<file path="src/bone_pose_interpolate_macros.svh">
// Assertion macros for the bone pose blend block.
`ifndef BONE_POSE_INTERPOLATE_MACROS_SVH
`define BONE_POSE_INTERPOLATE_MACROS_SVH
`ifndef SYNTHESIS
// Same-cycle implication, sampled on clk, off during reset.
`define BPI_ASSERT_IMP(label, ante, cons) \
    label: assert property (@(posedge clk) disable iff (!rst_n) (ante) |-> (cons)) \
        else $error("bpi assertion failed");
// Next-cycle implication, sampled on clk, off during reset.
`define BPI_ASSERT_NEXT(label, ante, cons) \
    label: assert property (@(posedge clk) disable iff (!rst_n) (ante) |=> (cons)) \
        else $error("bpi assertion failed");
`else
`define BPI_ASSERT_IMP(label, ante, cons)
`define BPI_ASSERT_NEXT(label, ante, cons)
`endif
`endif

</file>
<file path="src/bpi_pkg.sv">
// Shared types, constants and helpers for the bone pose blend pipeline.
`default_nettype none
package bpi_pkg;

    localparam int TRANS_W = 20;
    localparam int QUAT_W  = 16;
    localparam int PROG_W  = 17;
    localparam int MAG_W   = 31;   // |h| <= 2^30
    localparam int SUM_W   = 63;   // sum of four h^2 <= 2^62
    localparam int ROOT_W  = 32;
    localparam int QUO_W   = 15;   // quotient <= 16384
    localparam int NUM_W   = 46;   // m * 2^14 + r / 2

    localparam logic [PROG_W-1:0]        PROG_ONE = 17'h10000;
    localparam logic signed [QUAT_W-1:0] QUAT_ONE = 16'sd16384;

    // Register stages of each section.
    localparam int BLEND_STAGES = 6;
    localparam int SQRT_STAGES  = 32;
    localparam int DIV_STAGES   = QUO_W + 2;
    localparam int LERP_STAGES  = 3;
    localparam int PIPE_DEPTH   = BLEND_STAGES + SQRT_STAGES + DIV_STAGES;

    typedef logic signed [TRANS_W-1:0] trans_t;
    typedef logic signed [QUAT_W-1:0]  quat_t;
    typedef logic [PROG_W-1:0]         prog_t;

    // Per-item data that rides alongside the root and divide stages.
    typedef struct packed {
        logic [3:0][MAG_W-1:0] mag;
        logic [3:0]            neg;
        logic                  zero;
    } bpi_side_t;

    typedef struct packed {
        trans_t out_x;
        trans_t out_y;
        trans_t out_z;
        quat_t  rot_w;
        quat_t  rot_x;
        quat_t  rot_y;
        quat_t  rot_z;
    } bpi_res_t;

    function automatic prog_t clamp_prog(input prog_t p);
        return (p > PROG_ONE) ? PROG_ONE : p;
    endfunction

endpackage
`default_nettype wire

</file>
<file path="src/bpi_lerp.sv">
// Translation lerp per axis with rounding and saturation, delayed to pipe depth.
`default_nettype none
module bpi_lerp import bpi_pkg::*; (
    input  wire logic        clk,
    input  wire logic        en,
    input  wire logic [59:0] first_translation,
    input  wire logic [59:0] second_translation,
    input  wire prog_t       progression,
    output trans_t           out_x,
    output trans_t           out_y,
    output trans_t           out_z
);
    // line_reg[0] is the third lerp stage; the rest pad out to the rotation path
    localparam int DELAY = PIPE_DEPTH - LERP_STAGES + 1;

    trans_t res [3];
    prog_t  p1_reg;
    prog_t  p_cl;

    assign p_cl = clamp_prog(progression);

    always_ff @(posedge clk)
    begin
        if (en)
        begin
            p1_reg <= p_cl;
        end
    end

    for (genvar i = 0; i < 3; i++) begin : g_axis
        trans_t              a_in;
        trans_t              b_in;
        logic signed [20:0]  d;
        trans_t              a1_reg;
        logic                neg1_reg;
        logic [20:0]         mag1_reg;
        trans_t              a2_reg;
        logic                neg2_reg;
        logic [37:0]         prod2_reg;
        logic [38:0]         rnd;
        logic [22:0]         q;
        logic signed [23:0]  v;
        trans_t              sat;
        trans_t              line_reg [DELAY];

        assign a_in = trans_t'(first_translation[TRANS_W*i +: TRANS_W]);
        assign b_in = trans_t'(second_translation[TRANS_W*i +: TRANS_W]);
        assign d    = 21'(b_in) - 21'(a_in);

        assign rnd = 39'(prod2_reg) + 39'd32768;
        assign q   = rnd[38:16];
        assign v   = 24'(a2_reg) + (neg2_reg ? -$signed({1'b0, q}) : $signed({1'b0, q}));

        always_comb
        begin
            if (v > 24'sd524287)
                sat = 20'sh7FFFF;
            else if (v < -24'sd524288)
                sat = 20'sh80000;
            else
                sat = v[19:0];
        end

        always_ff @(posedge clk)
        begin
            if (en)
            begin
                a1_reg    <= a_in;
                neg1_reg  <= d[20];
                mag1_reg  <= d[20] ? 21'(-d) : 21'(d);
                a2_reg    <= a1_reg;
                neg2_reg  <= neg1_reg;
                prod2_reg <= 38'(mag1_reg) * 38'(p1_reg);
                line_reg[0] <= sat;
                for (int s = 1; s < DELAY; s++)
                    line_reg[s] <= line_reg[s-1];
            end
        end

        assign res[i] = line_reg[DELAY-1];
    end

    assign out_x = res[0];
    assign out_y = res[1];
    assign out_z = res[2];

endmodule
`default_nettype wire

</file>
<file path="config.mk">
export PLATFORM = sky130hd
export DESIGN_NAME = bpi_lerp
export DESIGN_NICKNAME = d
export VERILOG_FILES = /design/src/bone_pose_interpolate_macros.svh /design/src/bpi_pkg.sv /design/src/bpi_lerp.sv
export SDC_FILE = /design/constraint.sdc
export NUM_CORES = 2
export LEC_CHECK = 0
export BUFFER_PORTS_ARGS = -buffer_cell sky130_fd_sc_hd__buf_2
export CAP_MARGIN = 20
export CORE_MARGIN = 8
export CORE_UTILIZATION = 55
export CTS_CLUSTER_SIZE = 8
export DETAILED_ROUTE_END_ITERATION = 8
export PLACE_DENSITY_LB_ADDON = 0.1
export SLEW_MARGIN = 20
export SYNTH_ARGS = -nofsm -noshare
export SYNTH_HDL_FRONTEND = slang
export SYNTH_SLANG_ARGS = --single-unit
</file>
<file path="constraint.sdc">
create_clock -name clk -period 15.37 [get_ports clk]
set_input_delay 3.074 -clock clk [delete_from_list [all_inputs] [get_ports clk]]
set_output_delay 3.074 -clock clk [all_outputs]
set_load 0.005 [all_outputs]
</file>
* After elaboration in Yosys (flattened, before gate mapping)
Memory sizes are Yosys's and may differ from the RTL's.
Cells that the tools add are included.
** Storage, ports and cells
- Flip-flop bits (word level) :: 320
- Bits in writable memories :: 3180
- Output and inout bits :: 60
- Logic and storage cells :: 64
- Memories kept :: 3
** Cells by class
- $add $sub $neg :: 15
- Multiply operators :: 3
- Order comparisons :: 7
- Multiplexer cells :: 14
** Memories
- g_axis[0].line_reg :: depth 53, width 20, rd ports 53, clocked after memory_dff 0, write ports 53, RTL line bpi_lerp.sv:44 : trans_t line_reg [DELAY];
- g_axis[1].line_reg :: depth 53, width 20, rd ports 53, clocked after memory_dff 0, write ports 53, RTL line bpi_lerp.sv:44
- g_axis[2].line_reg :: depth 53, width 20, rd ports 53, clocked after memory_dff 0, write ports 53, RTL line bpi_lerp.sv:44
** Operators by type and width (count)
- $mux 20 :: 9
- $add 38x16->39 const B :: 3
- $mul 21x17->38 :: 3
- $add 20x24->24 :: 3
- $gt 24x20->1 const B :: 3
- $lt 24x20->1 const B :: 3
- $mux 24 :: 3
- $neg 23->24 :: 3
- $neg 21->21 :: 3
- $sub 20x20->21 :: 3
- $gt 17x17->1 const B :: 1
- $mux 1 :: 2

* Logic depth before layout (Yosys ltp)
- Depth after elaboration :: 7
- Gate-level depth with buffers :: 26
- Gate-level depth less buffers :: 24

* Worst setup path after synthesis
No wires, ideal clock.
- Path type :: register -> register
- Start point :: register p1_reg[2]
- End point :: register g_axis[0].prod2_reg[36] (data pin)
- Library setup time :: 0.266 ns
- Arrival time :: 6.740 ns
- Required time :: 15.104 ns
- Setup slack :: 8.365 ns
- Cell stages (with the launch flop) :: 26
- Path buffers :: 2
- Cells stage by stage :: edfxtp_1 -> clkbuf_1 -> clkbuf_1 -> nand2_1 -> fa_1 -> inv_1 -> fa_1 -> fa_1 -> inv_1 -> fa_1 -> inv_1 -> fa_1 -> inv_1 -> fa_1 -> inv_1 -> ha_1 -> nand4_1 -> nor3_1 -> a2bb2oi_1 -> a21boi_0 -> o22a_1 -> a221o_1 -> a41oi_1 -> or4b_2 -> a21boi_0 -> xor2_1
** Between the ends
- Word-level cells in the longest chain between the ends :: 1
** RTL lines
- start, declared :: RTL line bpi_lerp.sv:17 : prog_t p1_reg;
- start signal, assigned :: RTL line bpi_lerp.sv:26 : p1_reg <= p_cl;
- $mul 21x17->38 :: RTL line bpi_lerp.sv:73 : prod2_reg <= 38'(mag1_reg) * 38'(p1_reg);
- end signal, assigned :: RTL line bpi_lerp.sv:73
- end, declared :: RTL line bpi_lerp.sv:39 : logic [37:0] prod2_reg;
Every way passes these cells.
A chain may end at the register's enable or synchronous reset.

* Worst setup path after layout
- Start point :: register p1_reg[10]
- End point :: register g_axis[0].prod2_reg[36] (data pin)
The elaborated chain is that of the path after synthesis.

==> results.sh <==
export IMPL_status="finished clean"
export IMPL_start_util=0.5525
export IMPL_synth_area_mm2=0.1495
export IMPL_die_w_um=537.3
export IMPL_cts_tree="yes"
export IMPL_syn_inst=9163
export IMPL_hold_viol=0
export IMPL_grt_antenna_before_repair=15
export IMPL_crit_slowest_cell="a21boi_0"
export IMPL_drcViolationCount=0
export IMPL_reg2reg_to="g_axis[0].prod2_reg[36]"
export IMPL_ctsResizeCount=0
export IMPL_min_from="g_axis[2].line_reg[0][93]"
export IMPL_wl_um=257800
export IMPL_yosysSeqAreaShare=0.6942
export IMPL_clock_latency_ns=0.94
export IMPL_syn_area_per_cell_um2=16.31
export IMPL_grt_pass1_vias=74250
export IMPL_synth_top_area_cell="edfxtp_1"
export IMPL_groute_usage_overall=0.1803
export IMPL_synth_top_area_share=0.6942
export IMPL_synthTopCellsByArea="edfxtp_1 69%, fa_1 11%, ha_1 3.9%"
export IMPL_hold_path_end="g_axis[2].line_reg[0][113]"
export IMPL_row_count=191
export IMPL_ys_async_sr_fraction=0
export IMPL_io_buffers=198
export IMPL_tns_ns=0
export IMPL_worst_setup_path_end_kind="flip-flop"
export IMPL_drt_iter0_drc=4790
export IMPL_dp_cells=12690
export IMPL_final_antenna_net_count=0
export IMPL_required_ns=16.05
export IMPL_rsz0062_at_grt="no"
export IMPL_hold_class="flip-flop to flip-flop"
export IMPL_hold_depth=0
export IMPL_r2r_start="p1_reg[10]"
export IMPL_ctsLongestPathBuffers=4
export IMPL_drive_gt1_frac=0.09025
export IMPL_cts_hold_buf=0
export IMPL_synthesis_nets=10620
export IMPL_synth_edff_count=3455
export IMPL_synthFlopType="edfxtp_1"
export IMPL_cts_root_buffer="clkbuf_16"
export IMPL_finalWeightedCongestion=0.8792
export IMPL_cts_max_level=5
export IMPL_grt_pass1_wl_um=411400
export IMPL_setup_violations=0
export IMPL_max_slew_worst_pin_slew_ns=1.120
export IMPL_rr_worst_depth=25
export IMPL_wire_per_inst_um=19.51
export IMPL_maxCapViolCount=0
export IMPL_drv_slew=0
export IMPL_post_route_util=0.6163
export IMPL_fin_cells=13220
export IMPL_dp_hpwl_um=164200
export IMPL_slew_headroom=0.2533
export IMPL_syn_to_final_growth_pct=11.55
export IMPL_core_mm2=0.2705
export IMPL_min_period_ns=8.364
export IMPL_yosysUniqueCellTypes=105
export IMPL_die_h_um=537.3
export IMPL_numClockSinks=3455
export IMPL_skew_ns=0.08557
export IMPL_vias_per_cell=5.312
export IMPL_dr_pass1_iters=5
export IMPL_final_nets=11060
export IMPL_grt_start_max_net_pins=190
export IMPL_ys_ff_latch=3455
export IMPL_cts_setup_buffers=0
export IMPL_ys_top_cells_by_count="3455 x edfxtp_1, 1204 x inv_1, 852 x fa_1, 837 x nand2_1, 468 x ha_1"
export IMPL_numCtsBuffers=473
export IMPL_largest_register_ffs=3180
export IMPL_period_share=0.5442
export IMPL_multi_input_area_mm2=0.03966
export IMPL_nFillCells=19530
export IMPL_die_area_mm2=0.2887
export IMPL_cp_start_kind="flip-flop"
export IMPL_ios=199
export IMPL_synth_warnings=0
export IMPL_synth_most_common_cell="edfxtp_1"
export IMPL_r2r_slack_ns=7.01
export IMPL_critPathKind="flip-flop to flip-flop"
export IMPL_final_seq_area_mm2=0.1038
export IMPL_max_freq_mhz=119.6
export IMPL_grt_overflow=0
export IMPL_critPathArrivalTime_ns=9.05
export IMPL_vias=70210
export IMPL_cp_max_fo=40
export IMPL_slowest_delay_ns=0.84
export IMPL_clkTransAtPathRegs_ns=0.05
[per-stage QoR]
| stage | instance area, µm² | hold WS (ns) | worst slack, ns |
|---|---|---|---|
| after floorplan | 149500 | 0.4003 | 8.365 |
| after global routing | 166700 | 0.3630 | 6.690 |
| final | 166700 | 0.3535 | 7.006 |
| after detailed placement | 154100 | 0.4045 | 6.947 |
| after global placement | 154100 | 0.4000 | 7.104 |
| after CTS | 166700 | 0.3427 | 7.016 |
[layout make-up]
class                      instances  area share
inverter                        1205     0.02713
clock inverter                    33    0.003557
timing repair buffer             277     0.01063
antenna                            6  0.00009005
clock buffer                     485     0.07165
sequential                      3455      0.6223
tap                             3570     0.02679
multi-input combinational       4185      0.2379
[layer usage]
metal  GRT usage  wire length (µm)
met1      0.2603            116300
met2      0.2843            119600
met3     0.03527             15650
met4     0.05029              6309
met5           0                13
[worst max-delay path: cells and delay by family (launching register included)]
family                     cells  cell delay [ns]
adders and majority gates      7             3.00
AOI/OAI and AO/OA              6             2.25
xor gates and xnor gates       1             0.10
DFF                            1             0.31
and+or+nand+nor                4             1.22
buffers and inverters          7             1.26
[layout by cell type (no fill, tap or decap), types with 11 or more instances in the layout]
cell type,count
edfxtp_1,3455
inv_1,1204
fa_1,852
nand2_1,837
clkbuf_16,476
ha_1,468
and2_1,403
xnor2_1,233
buf_2,197
a21oi_1,184
nor2_1,174
o21ai_0,132
xor2_1,113
a21o_1,92
nor3_1,66
buf_4,65
nand3_1,63
and3_1,43
nand4_1,43
nor2b_1,40
o21a_1,39
a31oi_1,30
nand2b_1,29
a211oi_1,28
or3_1,21
o21bai_1,21
o31ai_1,18
nor4_1,15
or2_2,13
buf_12,13
o211ai_1,11
[cell families (layout without fill, tap and decap cells)]
kind of cell / after synthesis / count (layout) / share of synthesized area
XOR/XNOR: 350 / 350 / 0.02079
adder cells (fa/ha/maj): 1320 / 1320 / 0.1533
other: 0 / 6 / 0
buffers and inverters: 1523 / 2000 / 0.04052
multiplexers: 11 / 11 / 0.0008120
flip-flops: 3455 / 3455 / 0.6942
AND/OR/NAND/NOR: 1811 / 1811 / 0.05940
AO/OA/AOI/OAI: 693 / 693 / 0.03101
[how the worst max path moves through the flow]
stage | start | to | slack (ns) | cells after the start
after floorplan | p1_reg[2] | g_axis[0].prod2_reg[36] | 8.36 | 25
after global placement | p1_reg[10] | g_axis[0].prod2_reg[36] | 7.10 | 25
after detailed placement | p1_reg[10] | g_axis[0].prod2_reg[36] | 6.95 | 25
after CTS | p1_reg[10] | g_axis[0].prod2_reg[36] | 7.02 | 25
after global routing | p1_reg[10] | g_axis[0].prod2_reg[36] | 6.69 | 25
final | p1_reg[10] | g_axis[0].prod2_reg[36] | 7.01 | 25
Power is not shown: default switching activity piles up to over one toggle a cycle in this logic, so the estimate is an artifact.
